## config.mk

```make
export PLATFORM = sky130hd
export DESIGN_NAME = hbd_result_stage
export DESIGN_NICKNAME = d
export VERILOG_FILES = /design/src/hbd_pkg.sv /design/src/hbd_result_stage.sv
export SDC_FILE = /design/constraint.sdc
export NUM_CORES = 1
export LEC_CHECK = 0
export BUFFER_PORTS_ARGS = -buffer_cell sky130_fd_sc_hd__buf_2
export CAP_MARGIN = 0
export CORE_MARGIN = 1
export CORE_UTILIZATION = 40
export CTS_CLUSTER_DIAMETER = 150
export CTS_CLUSTER_SIZE = 40
export DETAILED_ROUTE_END_ITERATION = 8
export PLACE_DENSITY = 0.75
export SYNTH_ARGS = -nofsm -noshare
export SYNTH_HDL_FRONTEND = slang
export SYNTH_SLANG_ARGS = --single-unit
```

## constraint.sdc

```tcl
create_clock -name clk -period 1.93 [get_ports clk]
set_input_delay 0 -clock clk [delete_from_list [all_inputs] [get_ports clk]]
set_output_delay 0 -clock clk [all_outputs]
set_load 0.03 [all_outputs]
```

## src/hbd_pkg.sv

```systemverilog
// Shared types and constants for the prefix-code bitstream decoder.
// Standalone package; every other file of the block imports it.
package hbd_pkg;

    localparam int SYM_W      = 8;
    localparam int CODE_W     = 24;
    localparam int CODE_IDX_W = $clog2(CODE_W);
    localparam int LEN_W      = 5;
    localparam int BYTE_BITS  = 8;

    localparam int NODE_COUNT_DEF   = 512;
    localparam int MAX_CODE_LEN_DEF = 24;

    localparam logic [SYM_W-1:0] END_SYMBOL = 8'd129;

    localparam logic OP_LOAD   = 1'b0;
    localparam logic OP_DECODE = 1'b1;

    typedef struct packed {
        logic              opcode;
        logic [SYM_W-1:0]  entry_symbol;
        logic [CODE_W-1:0] entry_code;
        logic [LEN_W-1:0]  entry_length;
        logic [7:0]        data_byte;
    } req_item_t;

    typedef struct packed {
        logic [SYM_W-1:0] symbol;
        logic             end_seen;
        logic             path_error;
        logic             load_overflow;
        logic             last;
    } rsp_item_t;

    // One result as produced by the walker, before the last flag is known.
    typedef struct packed {
        logic [SYM_W-1:0] symbol;
        logic             end_seen;
        logic             path_error;
        logic             load_overflow;
    } result_t;

    typedef struct packed {
        logic    push;
        logic    flush;
        result_t res;
    } stage_ctl_t;

    typedef struct packed {
        logic can_push;
        logic flush_ok;
    } stage_sts_t;

    typedef enum logic [2:0] {
        ST_IDLE,
        ST_FETCH,
        ST_DECODE,
        ST_LOAD,
        ST_ALLOC,
        ST_DRAIN
    } walk_state_t;

    typedef enum logic [1:0] {
        SRC_ROOT,
        SRC_MEM,
        SRC_ZERO
    } node_src_t;

endpackage

```

## src/hbd_result_stage.sv

```systemverilog
// Result stage: holds the newest result until it is known whether it is the
// last one of its request, then hands it to the output register. Uses hbd_pkg.
module hbd_result_stage (
    input  logic                   clk,
    input  logic                   rst_n,
    input  hbd_pkg::stage_ctl_t    ctl,
    output hbd_pkg::stage_sts_t    sts,
    output logic                   rsp_valid,
    input  logic                   rsp_ready,
    output hbd_pkg::rsp_item_t     rsp
);
    import hbd_pkg::*;

    logic      pend_valid_reg, pend_valid_next;
    result_t   pend_reg, pend_next;
    logic      out_valid_reg, out_valid_next;
    rsp_item_t out_reg, out_next;
    logic      out_free;

    assign out_free     = !out_valid_reg || rsp_ready;
    assign sts.can_push = !pend_valid_reg || out_free;
    assign sts.flush_ok = !pend_valid_reg || out_free;

    always_comb
    begin
        pend_valid_next = pend_valid_reg;
        pend_next       = pend_reg;
        out_valid_next  = out_valid_reg && !rsp_ready;
        out_next        = out_reg;
        if (ctl.push && sts.can_push)
        begin
            // A newer result exists, so the held one is not the last.
            if (pend_valid_reg)
            begin
                out_valid_next = 1'b1;
                out_next       = {pend_reg, 1'b0};
            end
            pend_valid_next = 1'b1;
            pend_next       = ctl.res;
        end
        else if (ctl.flush && pend_valid_reg && out_free)
        begin
            out_valid_next  = 1'b1;
            out_next        = {pend_reg, 1'b1};
            pend_valid_next = 1'b0;
        end
    end

    always_ff @(posedge clk or negedge rst_n)
    begin
        if (!rst_n)
        begin
            pend_valid_reg <= 1'b0;
            out_valid_reg  <= 1'b0;
        end
        else
        begin
            pend_valid_reg <= pend_valid_next;
            out_valid_reg  <= out_valid_next;
        end
    end

    always_ff @(posedge clk)
    begin
        pend_reg <= pend_next;
        out_reg  <= out_next;
    end

    assign rsp_valid = out_valid_reg;
    assign rsp       = out_reg;

endmodule

```

==> metrics.txt <==
status completed; Final #Nets 104; global route overflow 0; mapped cell area 800.8 um2; YS warnings 0; cell count after synthesis 36; Yosys reg bits 25; Synth cell types 12; CTS buffer count 3; final setup fails 0; setup slack at placement 0.5690 ns; CP delay by family, top simple AND/OR/NAND/NOR gates; Synth Area per Inst 22.24 um2; Fill cells 133; DRT Pass-1 Iters 3; largest family of logic cells by synthesized area simple AND/OR/NAND/NOR gates; Slew headroom 65.69%; Skew-Pair Late Insertion Delay 0.30 ns; TritonCTS clock tree done; via count 487; slew at the pin closest to its max-slew limit 0.5147 ns; H-Tree Depth 1; Avg Vias per Cell 4.348; Peak Freq 729.3 MHz; initial core utilization 44.44%; Synth Area in XOR/XNOR 0%; RSZ-0062 raised after global routing false; Inserted Diodes 0; CP bufs+invs 0; WL/cell 11.56 um; leakage power 0.4701 nW; Max Transition Viols Final 0; PnR worst setup slack 0.5588 ns; DRT iter0 DRCs 9; Synth Area in Compound Gates 1.406%; initial antenna violation count 0; fraction of the mapped netlist area in simple logic gates 4.688%; die area 0.002185 mm2; Tcrit/Tclk final 71.05%; # Max-Cap Violations 0; root buf cell clkbuf_4; share of cells above drive strength 1 39.08%; HP Class input pin to flip-flop; worst IR drop on VDD 0.5454 mV; worst-path cell chain nand3b_1, and2_1; clock slew at reported path FFs 0.12 ns; max incr delay on CP 0.47 ns; Setup TNS 0 ns; Layout Area Growth over Synthesis 47.19%; Final ANT Viol Nets 0; crit path time final 1.371 ns; adder-cell share of the synthesized area 0%; largest net degree at the start of global routing 14; CP Max Fanout 11; site row count 15; critical path class flip-flop to flip-flop; startpoint types flip-flop; Total Wirelength 1295 um; chip width 46.74 um; CP max-delay cell and2_1; DRC violations left 0; Post-Route Skew 0.002220 ns; GRT Total Usage 12.70%; post-CTS setup repair buffer count 0; Core Box Area 0.001802 mm2; clock sink count 25; Die Height 46.74 um; post-synthesis sequential area ratio 92.50%; max reg flops 12; Max clock buf depth 2; placer congestion estimate 0.6081; vias in the first global route 463; mux cell area share after synthesis 0%; final hold viol count 0; global-route wire length before repair 1835 um; CP arrival 1.33 ns; pwr dens 891.4 mW/mm2; top-level I/O count 31; PortBufs 30; syn_nets 52; Worst setup EP type flip-flop; Worst Path Required 1.89 ns
stage by stage:
stage,power [W],util (%),std cells,hold slack [ns],cell area (um2)
after global placement,0.0008102,54.51,91,-0.2159,982.2
final,0.001051,65.42,112,0.1409,1179
after detailed placement,0.0008156,54.51,91,-0.2128,982.2
after global routing,0.001092,65.42,112,0.1344,1179
after floorplan,0.0007625,-,36,-0.2956,800.8
after CTS,0.001062,65.42,112,0.1222,1179
placed cells by master (no fill, tap or decap), drive strengths merged:
master / n
buf: 31
o21ai: 1
dlygate4sd3: 17
and2: 1
edfxtp: 23
nand2b: 1
dfrtp: 2
clkbuf: 4
nand3b: 1
inv: 1
nor2: 1
nor2b: 1
nand2: 2
a31oi: 1
final timing paths:
path                                                 start                         end  slack, ns  cells past startpoint
max in group asynchronous                            rst_n         rsp_valid$_DFF_PN0_       1.26                      3
min in group asynchronous                            rst_n  pend_valid_reg$_DFFE_PN0P_       0.55                      3
worst min register to register       pend_reg[6]$_DFFE_PP_            rsp[7]$_DFFE_PP_       0.44                      0
worst min-delay path                             rsp_ready            rsp[0]$_DFFE_PP_       0.14                      3
worst max register to register  pend_valid_reg$_DFFE_PN0P_       pend_reg[6]$_DFFE_PP_       0.56                      2
worst max-delay path            pend_valid_reg$_DFFE_PN0P_       pend_reg[6]$_DFFE_PP_       0.56                      2
cells by family after synthesis:
logic type	after synthesis
buffers and inverters	2
AND/OR/NAND/NOR	7
flip-flops	25
AO/OA/AOI/OAI	2
where the power goes:
| part | switching, W | internal [W] | total [W] |
|---|---|---|---|
| sequential | 0.0000121 | 0.000647 | 0.000659 |
| combinational | 0.000107 | 0.0000655 | 0.000173 |
| clock | 0.000138 | 0.0000804 | 0.000218 |
| total | 0.000257 | 0.000793 | 0.00105 |
cell type report:
| class | count | area, um2 | share of cell area, % |
|---|---|---|---|
| sequential | 25 | 740.7 | 62.84 |
| clock buffer | 4 | 26.28 | 2.229 |
| tap | 25 | 31.28 | 2.654 |
| multi-input combinational | 9 | 48.80 | 4.140 |
| inverter | 1 | 3.754 | 0.3185 |
| timing repair buffer | 48 | 327.8 | 27.81 |
timing repair:
| item | 4_1_cts | 5_1_grt |
|---|---|---|
| resized for setup | 0 | 0 |
| endpoints found under the hold margin | 16 | 0 |
| hold buffers | 17 | 0 |
cells in the mapped netlist (all sizes together):
library cell,count,area (um2)
edfxtp,23,690.7
inv,1,3.750
a31oi,1,6.260
nand2,2,7.510
buf,1,7.510
nor2b,1,6.260
nor2,1,3.750
and2,1,6.260
dfrtp,2,50.05
nand3b,1,7.510
nand2b,1,6.260
o21ai,1,5.000
tightest hold or removal path, cell delays in order:
cell and delay [ns]:
buf_2 0.08, nand3b_1 0.14, nand2_1 0.06
routing by layer:
layer	part of all wire, %	vias to the layer above	track usage, %
met5	0	-	0
met4	1.4	0	6.857
met3	4.8	2	3.462
met2	51	20	22.78
met1	42	229	13.51
li1	-	236	-
Power figures use the tool's default switching activity.
