### config.mk
export PLATFORM = sky130hd
export DESIGN_NAME = hbd_walk_ctrl
export DESIGN_NICKNAME = d
export VERILOG_FILES = /design/src/hbd_pkg.sv /design/src/hbd_walk_ctrl.sv
export SDC_FILE = /design/constraint.sdc
export NUM_CORES = 1
export LEC_CHECK = 0
export BUFFER_PORTS_ARGS = -buffer_cell sky130_fd_sc_hd__buf_2
export CORE_ASPECT_RATIO = 1.1
export CORE_UTILIZATION = 50
export CTS_BUF_LIST = sky130_fd_sc_hd__clkbuf_8
export CTS_CLUSTER_DIAMETER = 30
export DETAILED_ROUTE_END_ITERATION = 12
export PLACE_DENSITY = 0.74
export RECOVER_POWER = 25
export REMOVE_ABC_BUFFERS = 1
export SYNTH_ARGS = -nofsm -noshare
export SYNTH_HDL_FRONTEND = slang
export SYNTH_SLANG_ARGS = --single-unit
### constraint.sdc
create_clock -name clk -period 4.64 [get_ports clk]
set_input_delay 0.696 -clock clk [delete_from_list [all_inputs] [get_ports clk]]
set_output_delay 0.696 -clock clk [all_outputs]
set_load 0.03 [all_outputs]
### src/hbd_pkg.sv
// Shared types and constants for the prefix-code bitstream decoder.
// Standalone package; every other file of the block imports it.
package hbd_pkg;

    localparam int SYM_W      = 8;
    localparam int CODE_W     = 24;
    localparam int CODE_IDX_W = $clog2(CODE_W);
    localparam int LEN_W      = 5;
    localparam int BYTE_BITS  = 8;

    localparam int NODE_COUNT_DEF   = 512;
    localparam int MAX_CODE_LEN_DEF = 24;

    localparam logic [SYM_W-1:0] END_SYMBOL = 8'd129;

    localparam logic OP_LOAD   = 1'b0;
    localparam logic OP_DECODE = 1'b1;

    typedef struct packed {
        logic              opcode;
        logic [SYM_W-1:0]  entry_symbol;
        logic [CODE_W-1:0] entry_code;
        logic [LEN_W-1:0]  entry_length;
        logic [7:0]        data_byte;
    } req_item_t;

    typedef struct packed {
        logic [SYM_W-1:0] symbol;
        logic             end_seen;
        logic             path_error;
        logic             load_overflow;
        logic             last;
    } rsp_item_t;

    // One result as produced by the walker, before the last flag is known.
    typedef struct packed {
        logic [SYM_W-1:0] symbol;
        logic             end_seen;
        logic             path_error;
        logic             load_overflow;
    } result_t;

    typedef struct packed {
        logic    push;
        logic    flush;
        result_t res;
    } stage_ctl_t;

    typedef struct packed {
        logic can_push;
        logic flush_ok;
    } stage_sts_t;

    typedef enum logic [2:0] {
        ST_IDLE,
        ST_FETCH,
        ST_DECODE,
        ST_LOAD,
        ST_ALLOC,
        ST_DRAIN
    } walk_state_t;

    typedef enum logic [1:0] {
        SRC_ROOT,
        SRC_MEM,
        SRC_ZERO
    } node_src_t;

endpackage

### src/hbd_walk_ctrl.sv
// Tree walker, uses hbd_pkg: loads code entries into the node store and decodes
// bytes bit by bit, a request at a time. Root node in flops, rest in hbd_node_mem.
module hbd_walk_ctrl #(
    parameter int NODE_COUNT   = hbd_pkg::NODE_COUNT_DEF,
    parameter int MAX_CODE_LEN = hbd_pkg::MAX_CODE_LEN_DEF,
    parameter int NODE_W       = $clog2(NODE_COUNT),
    parameter int ENT_W        = 2 * NODE_W + hbd_pkg::SYM_W
) (
    input  logic                  clk,
    input  logic                  rst_n,
    input  logic                  req_valid,
    output logic                  req_ready,
    input  hbd_pkg::req_item_t    req,
    output logic                  mem_wr_en,
    output logic [NODE_W-1:0]     mem_wr_addr,
    output logic [ENT_W-1:0]      mem_wr_data,
    output logic                  mem_rd_en,
    output logic [NODE_W-1:0]     mem_rd_addr,
    input  logic [ENT_W-1:0]      mem_rd_data,
    output hbd_pkg::stage_ctl_t   ctl,
    input  hbd_pkg::stage_sts_t   sts
);
    import hbd_pkg::*;

    localparam int NU_W   = $clog2(NODE_COUNT + 1);
    localparam int LEN_CW = $clog2(MAX_CODE_LEN + 1);
    localparam int CNT_W  = (LEN_CW > 4) ? LEN_CW : 4;
    localparam int IDX_W  = (CNT_W > CODE_IDX_W) ? CNT_W : CODE_IDX_W;

    walk_state_t           state_reg, state_next;
    node_src_t             src_reg, src_next;
    logic                  arrive_reg, arrive_next;
    logic [NU_W-1:0]       nodes_used_reg, nodes_used_next;
    logic [NODE_W-1:0]     walk_pos_reg, walk_pos_next;
    logic                  ended_reg, ended_next;
    logic [NODE_W-1:0]     root_left_reg, root_left_next;
    logic [NODE_W-1:0]     root_right_reg, root_right_next;
    logic [SYM_W-1:0]      root_sym_reg, root_sym_next;
    logic [NODE_W-1:0]     node_reg, node_next;
    logic [CNT_W-1:0]      bits_reg, bits_next;
    logic [BYTE_BITS-1:0]  byte_sr_reg, byte_sr_next;
    logic [CODE_W-1:0]     code_reg, code_next;
    logic [SYM_W-1:0]      sym_in_reg, sym_in_next;

    logic [NODE_W-1:0]     e_left, e_right;
    logic [SYM_W-1:0]      e_sym;
    logic [IDX_W-1:0]      code_idx;
    logic                  code_bit, walk_bit;
    logic [NODE_W-1:0]     child, new_node;
    logic                  child_none, leaf, bits_done, store_full, end_hit;

    // Entry of the node the walk stands on.
    always_comb
    begin
        case (src_reg)
            SRC_ROOT:
            begin
                e_left  = root_left_reg;
                e_right = root_right_reg;
                e_sym   = root_sym_reg;
            end
            SRC_MEM:
            begin
                e_left  = mem_rd_data[ENT_W-1 -: NODE_W];
                e_right = mem_rd_data[SYM_W +: NODE_W];
                e_sym   = mem_rd_data[SYM_W-1:0];
            end
            default:
            begin
                e_left  = '0;
                e_right = '0;
                e_sym   = '0;
            end
        endcase
    end

    assign code_idx   = IDX_W'(bits_reg) - IDX_W'(1);
    assign code_bit   = (code_idx < IDX_W'(CODE_W)) ? code_reg[code_idx[CODE_IDX_W-1:0]]
                                                   : 1'b0;
    assign walk_bit   = (state_reg == ST_LOAD) ? code_bit : byte_sr_reg[BYTE_BITS-1];
    assign child      = walk_bit ? e_right : e_left;
    assign child_none = (child == '0);
    assign leaf       = (e_left == '0) || (e_right == '0);
    assign bits_done  = (bits_reg == '0);
    assign store_full = (nodes_used_reg == NU_W'(NODE_COUNT));
    assign new_node   = nodes_used_reg[NODE_W-1:0];
    assign end_hit    = (e_sym == END_SYMBOL);

    // Next state.
    always_comb
    begin
        state_next = state_reg;
        case (state_reg)
            ST_IDLE:
            begin
                if (req_valid)
                begin
                    if (req.opcode == OP_LOAD)
                    begin
                        state_next = ST_LOAD;
                    end
                    else if (!ended_reg)
                    begin
                        state_next = (walk_pos_reg == '0) ? ST_DECODE : ST_FETCH;
                    end
                end
            end
            ST_FETCH:
            begin
                state_next = ST_DECODE;
            end
            ST_DECODE:
            begin
                if (arrive_reg && leaf)
                begin
                    if (sts.can_push && (end_hit || bits_done))
                    begin
                        state_next = ST_DRAIN;
                    end
                end
                else if (bits_done)
                begin
                    state_next = ST_DRAIN;
                end
            end
            ST_LOAD:
            begin
                if (bits_done || (child_none && store_full))
                begin
                    if (sts.can_push)
                    begin
                        state_next = ST_DRAIN;
                    end
                end
                else if (child_none)
                begin
                    state_next = ST_ALLOC;
                end
            end
            ST_ALLOC:
            begin
                state_next = ST_LOAD;
            end
            ST_DRAIN:
            begin
                if (sts.flush_ok)
                begin
                    state_next = ST_IDLE;
                end
            end
            default:
            begin
                state_next = ST_IDLE;
            end
        endcase
    end

    // Datapath and port controls.
    always_comb
    begin
        src_next        = src_reg;
        arrive_next     = arrive_reg;
        nodes_used_next = nodes_used_reg;
        walk_pos_next   = walk_pos_reg;
        ended_next      = ended_reg;
        root_left_next  = root_left_reg;
        root_right_next = root_right_reg;
        root_sym_next   = root_sym_reg;
        node_next       = node_reg;
        bits_next       = bits_reg;
        byte_sr_next    = byte_sr_reg;
        code_next       = code_reg;
        sym_in_next     = sym_in_reg;
        req_ready       = 1'b0;
        mem_wr_en       = 1'b0;
        mem_wr_addr     = node_reg;
        mem_wr_data     = '0;
        mem_rd_en       = 1'b0;
        mem_rd_addr     = child;
        ctl             = '0;
        case (state_reg)
            ST_IDLE:
            begin
                req_ready = 1'b1;
                if (req_valid)
                begin
                    if (req.opcode == OP_LOAD)
                    begin
                        sym_in_next = req.entry_symbol;
                        code_next   = req.entry_code;
                        if (int'(req.entry_length) > MAX_CODE_LEN)
                        begin
                            bits_next = CNT_W'(MAX_CODE_LEN);
                        end
                        else
                        begin
                            bits_next = CNT_W'(req.entry_length);
                        end
                        src_next  = SRC_ROOT;
                        node_next = '0;
                    end
                    else if (!ended_reg)
                    begin
                        byte_sr_next = req.data_byte;
                        bits_next    = CNT_W'(BYTE_BITS);
                        arrive_next  = 1'b0;
                        node_next    = walk_pos_reg;
                        src_next     = SRC_ROOT;
                        if (walk_pos_reg != '0)
                        begin
                            mem_rd_en   = 1'b1;
                            mem_rd_addr = walk_pos_reg;
                        end
                    end
                end
            end
            ST_FETCH:
            begin
                src_next = SRC_MEM;
            end
            ST_DECODE:
            begin
                if (arrive_reg && leaf)
                begin
                    // Code complete: emit and return to the root.
                    if (sts.can_push)
                    begin
                        ctl.push         = 1'b1;
                        ctl.res.symbol   = e_sym;
                        ctl.res.end_seen = end_hit;
                        src_next         = SRC_ROOT;
                        node_next        = '0;
                        arrive_next      = 1'b0;
                        walk_pos_next    = '0;
                        if (end_hit)
                        begin
                            ended_next = 1'b1;
                        end
                    end
                end
                else if (bits_done)
                begin
                    arrive_next   = 1'b0;
                    walk_pos_next = node_reg;
                end
                else if (child_none)
                begin
                    if (sts.can_push)
                    begin
                        ctl.push           = 1'b1;
                        ctl.res.path_error = 1'b1;
                        src_next           = SRC_ROOT;
                        node_next          = '0;
                        arrive_next        = 1'b0;
                        byte_sr_next       = {byte_sr_reg[BYTE_BITS-2:0], 1'b0};
                        bits_next          = bits_reg - CNT_W'(1);
                    end
                end
                else
                begin
                    mem_rd_en    = 1'b1;
                    node_next    = child;
                    src_next     = SRC_MEM;
                    arrive_next  = 1'b1;
                    byte_sr_next = {byte_sr_reg[BYTE_BITS-2:0], 1'b0};
                    bits_next    = bits_reg - CNT_W'(1);
                end
            end
            ST_LOAD:
            begin
                if (bits_done)
                begin
                    if (sts.can_push)
                    begin
                        ctl.push = 1'b1;
                        if (node_reg == '0)
                        begin
                            root_sym_next = sym_in_reg;
                        end
                        else
                        begin
                            mem_wr_en   = 1'b1;
                            mem_wr_data = {e_left, e_right, sym_in_reg};
                        end
                    end
                end
                else if (!child_none)
                begin
                    mem_rd_en = 1'b1;
                    node_next = child;
                    src_next  = SRC_MEM;
                    bits_next = bits_reg - CNT_W'(1);
                end
                else if (store_full)
                begin
                    ctl.push              = 1'b1;
                    ctl.res.load_overflow = 1'b1;
                end
                else
                begin
                    // Link a fresh node under the current one.
                    if (node_reg == '0)
                    begin
                        if (walk_bit)
                        begin
                            root_right_next = new_node;
                        end
                        else
                        begin
                            root_left_next = new_node;
                        end
                    end
                    else
                    begin
                        mem_wr_en   = 1'b1;
                        mem_wr_data = walk_bit ? {e_left, new_node, e_sym}
                                               : {new_node, e_right, e_sym};
                    end
                    nodes_used_next = nodes_used_reg + NU_W'(1);
                    node_next       = new_node;
                end
            end
            ST_ALLOC:
            begin
                mem_wr_en   = 1'b1;
                mem_wr_data = '0;
                src_next    = SRC_ZERO;
                bits_next   = bits_reg - CNT_W'(1);
            end
            ST_DRAIN:
            begin
                ctl.flush = 1'b1;
            end
            default:
            begin
                ctl = '0;
            end
        endcase
    end

    always_ff @(posedge clk or negedge rst_n)
    begin
        if (!rst_n)
        begin
            state_reg      <= ST_IDLE;
            src_reg        <= SRC_ROOT;
            arrive_reg     <= 1'b0;
            nodes_used_reg <= NU_W'(1);
            walk_pos_reg   <= '0;
            ended_reg      <= 1'b0;
            root_left_reg  <= '0;
            root_right_reg <= '0;
            root_sym_reg   <= '0;
        end
        else
        begin
            state_reg      <= state_next;
            src_reg        <= src_next;
            arrive_reg     <= arrive_next;
            nodes_used_reg <= nodes_used_next;
            walk_pos_reg   <= walk_pos_next;
            ended_reg      <= ended_next;
            root_left_reg  <= root_left_next;
            root_right_reg <= root_right_next;
            root_sym_reg   <= root_sym_next;
        end
    end

    always_ff @(posedge clk)
    begin
        node_reg    <= node_next;
        bits_reg    <= bits_next;
        byte_sr_reg <= byte_sr_next;
        code_reg    <= code_next;
        sym_in_reg  <= sym_in_next;
    end

endmodule

==> flow_results.org <==
** Flow run
- Count of maximum capacitance violations :: 1

** Timing
- Fin. max-slew vios :: 53
- Fin Clk Skew :: 0.0135 ns
- The worst path in the final design needs a cycle of 4.40 ns, including I/O delays and setup.
- Maximum frequency from static timing analysis :: 0.227 GHz
- Post-layout worst setup margin :: 0.238 ns
- Final sum of negative setup slack :: 0 ns
- In this run the tightest slew margin relative to its limit is -96.2%.
- Worst Tran Pin Value :: 2.94 ns
- Setup repair after global routing left no endpoint under its margin.
- Tcrit/Tclk final :: 94.9%
- The final hold violation count is 0.
- Setup violations remaining at the end of the flow were counted as 0.

** Finish
- Total Nets Final :: 807
- Growth of design area from synthesis to finish :: 16.5%
- Final antenna diode count :: 0
- Largest register FFs :: 24
- The layout has 1069 filler cells.
- Proportion of layout cells with a drive suffix above 1 :: 29.6%

** Place
- Routability cong. :: 0.914
- After legalization and detailed placement, the total HPWL measured 12.8 mm.
- OpenSTA, run right after detailed placement, puts the worst setup slack at 0.654 ns.
- Count of buffers from port buffering :: 136

** Setup path
- Kind of end point of the critical path :: output pin
- The most critical setup path has its startpoint at bits_reg[1].
- At the worst endpoint, the required time is 3.94 ns.
- Max stage delay on crit path :: 0.57 ns
- The worst register-to-register path begins at bits_reg[1].
- Signal arrival time at the worst endpoint :: 3.71 ns
- Number of cells on the worst reg-to-reg path :: 9
- For this design, the slowest cell found on the critical path is or4b_4.
- Along the worst path, the maximum fanout reaches 10.
- Most frequent CP cell :: mux2_2
- STA classifies the critical path startpoint as a flip-flop.
- Capturing point of the worst reg2reg path :: root_left_reg[5]
- In this run the worst setup path terminates at mem_rd_addr[7].
- Reg2Reg Setup Slack :: 0.90 ns
- Traced cell by cell, the critical path runs through inv_1 -> ha_1 -> nor3b_1 -> xor2_1 -> or4b_4 -> nand4_1 -> buf_4 -> mux2_2 -> mux2_2 -> buf_2.
- Startpoint-to-endpoint class of the critical path :: reg -> out

** Global route
- Overflow left after global routing :: 0
- Global routing usage summed across all routing layers :: 27.7%
- Pin count of the biggest net entering global routing :: 53
- Vias in the first global route :: 5249
- Global-route wire length before repair :: 27.2 mm
- The initial antenna violation count came to 0.

** Clock tree
- Number of buffers created by CTS :: 9
- Clock Tree Root :: clkbuf_8
- CTS clk-pin slew, worst paths :: 0.12 ns
- The later pin in the worst-skew pair is clocked with a latency of 0.40 ns.
- Clock sink count :: 106
- Max Root-Sink Buffers :: 2
- Once the clock tree was built, the setup fixing pass inserted 0 buffers.
- Clock H-tree levels :: 3
- TritonCTS built the clock tree.

** Run status
- Run status :: complete, but fails checks
- Violations in the final reports :: max-capacitance violations, max-slew violations

** Synth
- After synthesis, the largest area contributor takes up 26.1% of total cell area.
- Ys Warns :: 0
- After synthesis the netlist holds a flip-flop and latch count of 106.
- Among all flip-flop cells after synthesis, the most frequent one is edfxtp_1.
- Fraction of registers with async set/reset :: 49.1%
- Post-synth cell types :: 66
- Sequential-to-total area share from yosys stat :: 47.0%
- By area the synthesized netlist is led by edfxtp_1 26%, dfrtp_1 21%, mux2i_1 5.0%, mux2_2 4.3%, nor2_1 4.3%.
- Most common library cells after synthesis :: 71 x nor2_1, 61 x nand2_1, 54 x edfxtp_1
- The synthesized design contains 54 enable-type register cells.
- Cell type contributing the most total cell area after synthesis :: edfxtp_1
- Among all cell types in the netlist, the one instantiated most often is nor2_1.
- Mean area per synthesized cell :: 10.3 µm²
- The cell area that synthesis handed to floorplanning was 6220 µm².
- Post-synthesis instance total :: 602

** Routing
- For this run, design rule violations remaining after detail routing come to 0.
- Routed wire per std cell :: 19.4 µm
- Across all layers, the routed design uses 5438 vias.
- Iteration-0 DRC Markers :: 398
- The first TritonRoute pass finished after 5 iterations.
- Detail Route Antenna Nets :: 0
- For this block, the routed nets add up to 17.2 mm of wire.
- Dividing the detail-routed via count by the number of cells gives 6.14.

** Floorplanning
- Core Region :: 12100 µm²
- The die is 108 µm wide.
- 137 I/O pins were placed.
- Die Area :: 12900 µm²
- Once the floorplan was initialized, standard cells occupied 51.5% of the core.
- Die Y-Extent :: 119 µm
- The floorplan has 42 rows.

** Power
- Max VDD drop :: 0.359 mV
- Leakage :: 3.20 nW
- For this design the ratio of total power to cell area is 631 nW/µm².

** Hold path
- Type of the tightest min-delay check :: in -> reg
[worst min-delay path by stage]
stage / start / endpoint / slack (ns) / depth (start not counted)
6_report: req[37] / sym_in_reg[0] / 0.47 / 1
4_1_cts: rst_n / src_reg[0] / 0.44 / 2
2_1_floorplan: rst_n / arrive_reg / 0.40 / 0
3_5_place_dp: nodes_used_reg[9] / nodes_used_reg[9] / 0.49 / 1
3_3_place_gp: nodes_used_reg[9] / nodes_used_reg[9] / 0.46 / 1
5_1_grt: req[16] / code_reg[3] / 0.46 / 1
[layout by cell type (no fill, tap or decap), drive strengths merged, types with 25 or more instances in the layout]
cell type / instances
nor2: 71
nor3: 25
buf: 151
o21ai: 31
a22oi: 28
edfxtp: 54
mux2: 37
dfrtp: 51
nand2: 63
mux2i: 31
[final cells by class]
cell class	count	area, µm²	share of cell area, %
clock buffers	9	124	1.71
clock inverters	7	60.1	0.828
inverters	9	33.8	0.466
multi-input cells	449	3120	43.0
flip-flops and latches	106	2920	40.3
well taps	154	193	2.66
repair buffers	152	797	11.0
[metrics by stage]
| stage | util [%] | instances | cell area, µm² | hold WS (ns) | total power, mW |
|---|---|---|---|---|---|
| global placement | 58.4 | 870 | 7060 | 0.460 | 3.91 |
| floorplan | - | 564 | 6060 | 0.400 | 3.21 |
| finish | 60.0 | 886 | 7250 | 0.474 | 4.58 |
| global route | 60.0 | 886 | 7250 | 0.463 | 4.84 |
| CTS | 59.9 | 886 | 7240 | 0.442 | 4.54 |
| detailed placement | 58.4 | 870 | 7060 | 0.486 | 3.98 |
[timing repair]
action | 4_1_cts | 5_1_grt
setup endpoints to repair | 0 | 6
hold buffers | 0 | 0
resized for setup | 0 | 2
[critical path, delay by kind of cell (launching register included)]
family	cells	cell delay (ns)
xor+xnor	1	0.18
fa+ha+maj	1	0.25
buf+inv	3	0.55
flops	1	0.47
mux	2	0.70
simple gates	3	1.15
[power breakdown]
part           switching (mW)  internal, mW  total (mW)
sequential              0.307          1.27        1.58
clock                   0.358         0.206       0.564
combinational            1.55         0.890        2.44
total                    2.21          2.36        4.58
[cell families after synthesis]
| kind of cell | count (synthesis) | synth area share (%) |
|---|---|---|
| buffers and inverters | 47 | 3.20 |
| DFF | 106 | 47.0 |
| xor gates and xnor gates | 12 | 1.81 |
| AOI/OAI and AO/OA | 132 | 15.4 |
| adders and majority gates | 3 | 0.603 |
| and+or+nand+nor | 228 | 18.1 |
| muxes | 74 | 13.9 |
[metal layers]
layer / vias to the layer above / global-route usage, % / part of all wire (%)
li1: 2512 / - / -
met1: 2617 / 38.3 / 43
met2: 276 / 43.8 / 47
met3: 33 / 4.43 / 7.6
met4: 0 / 10.6 / 2.2
met5: - / 0 / 0
No activity file was read; power rests on OpenSTA's default activity.
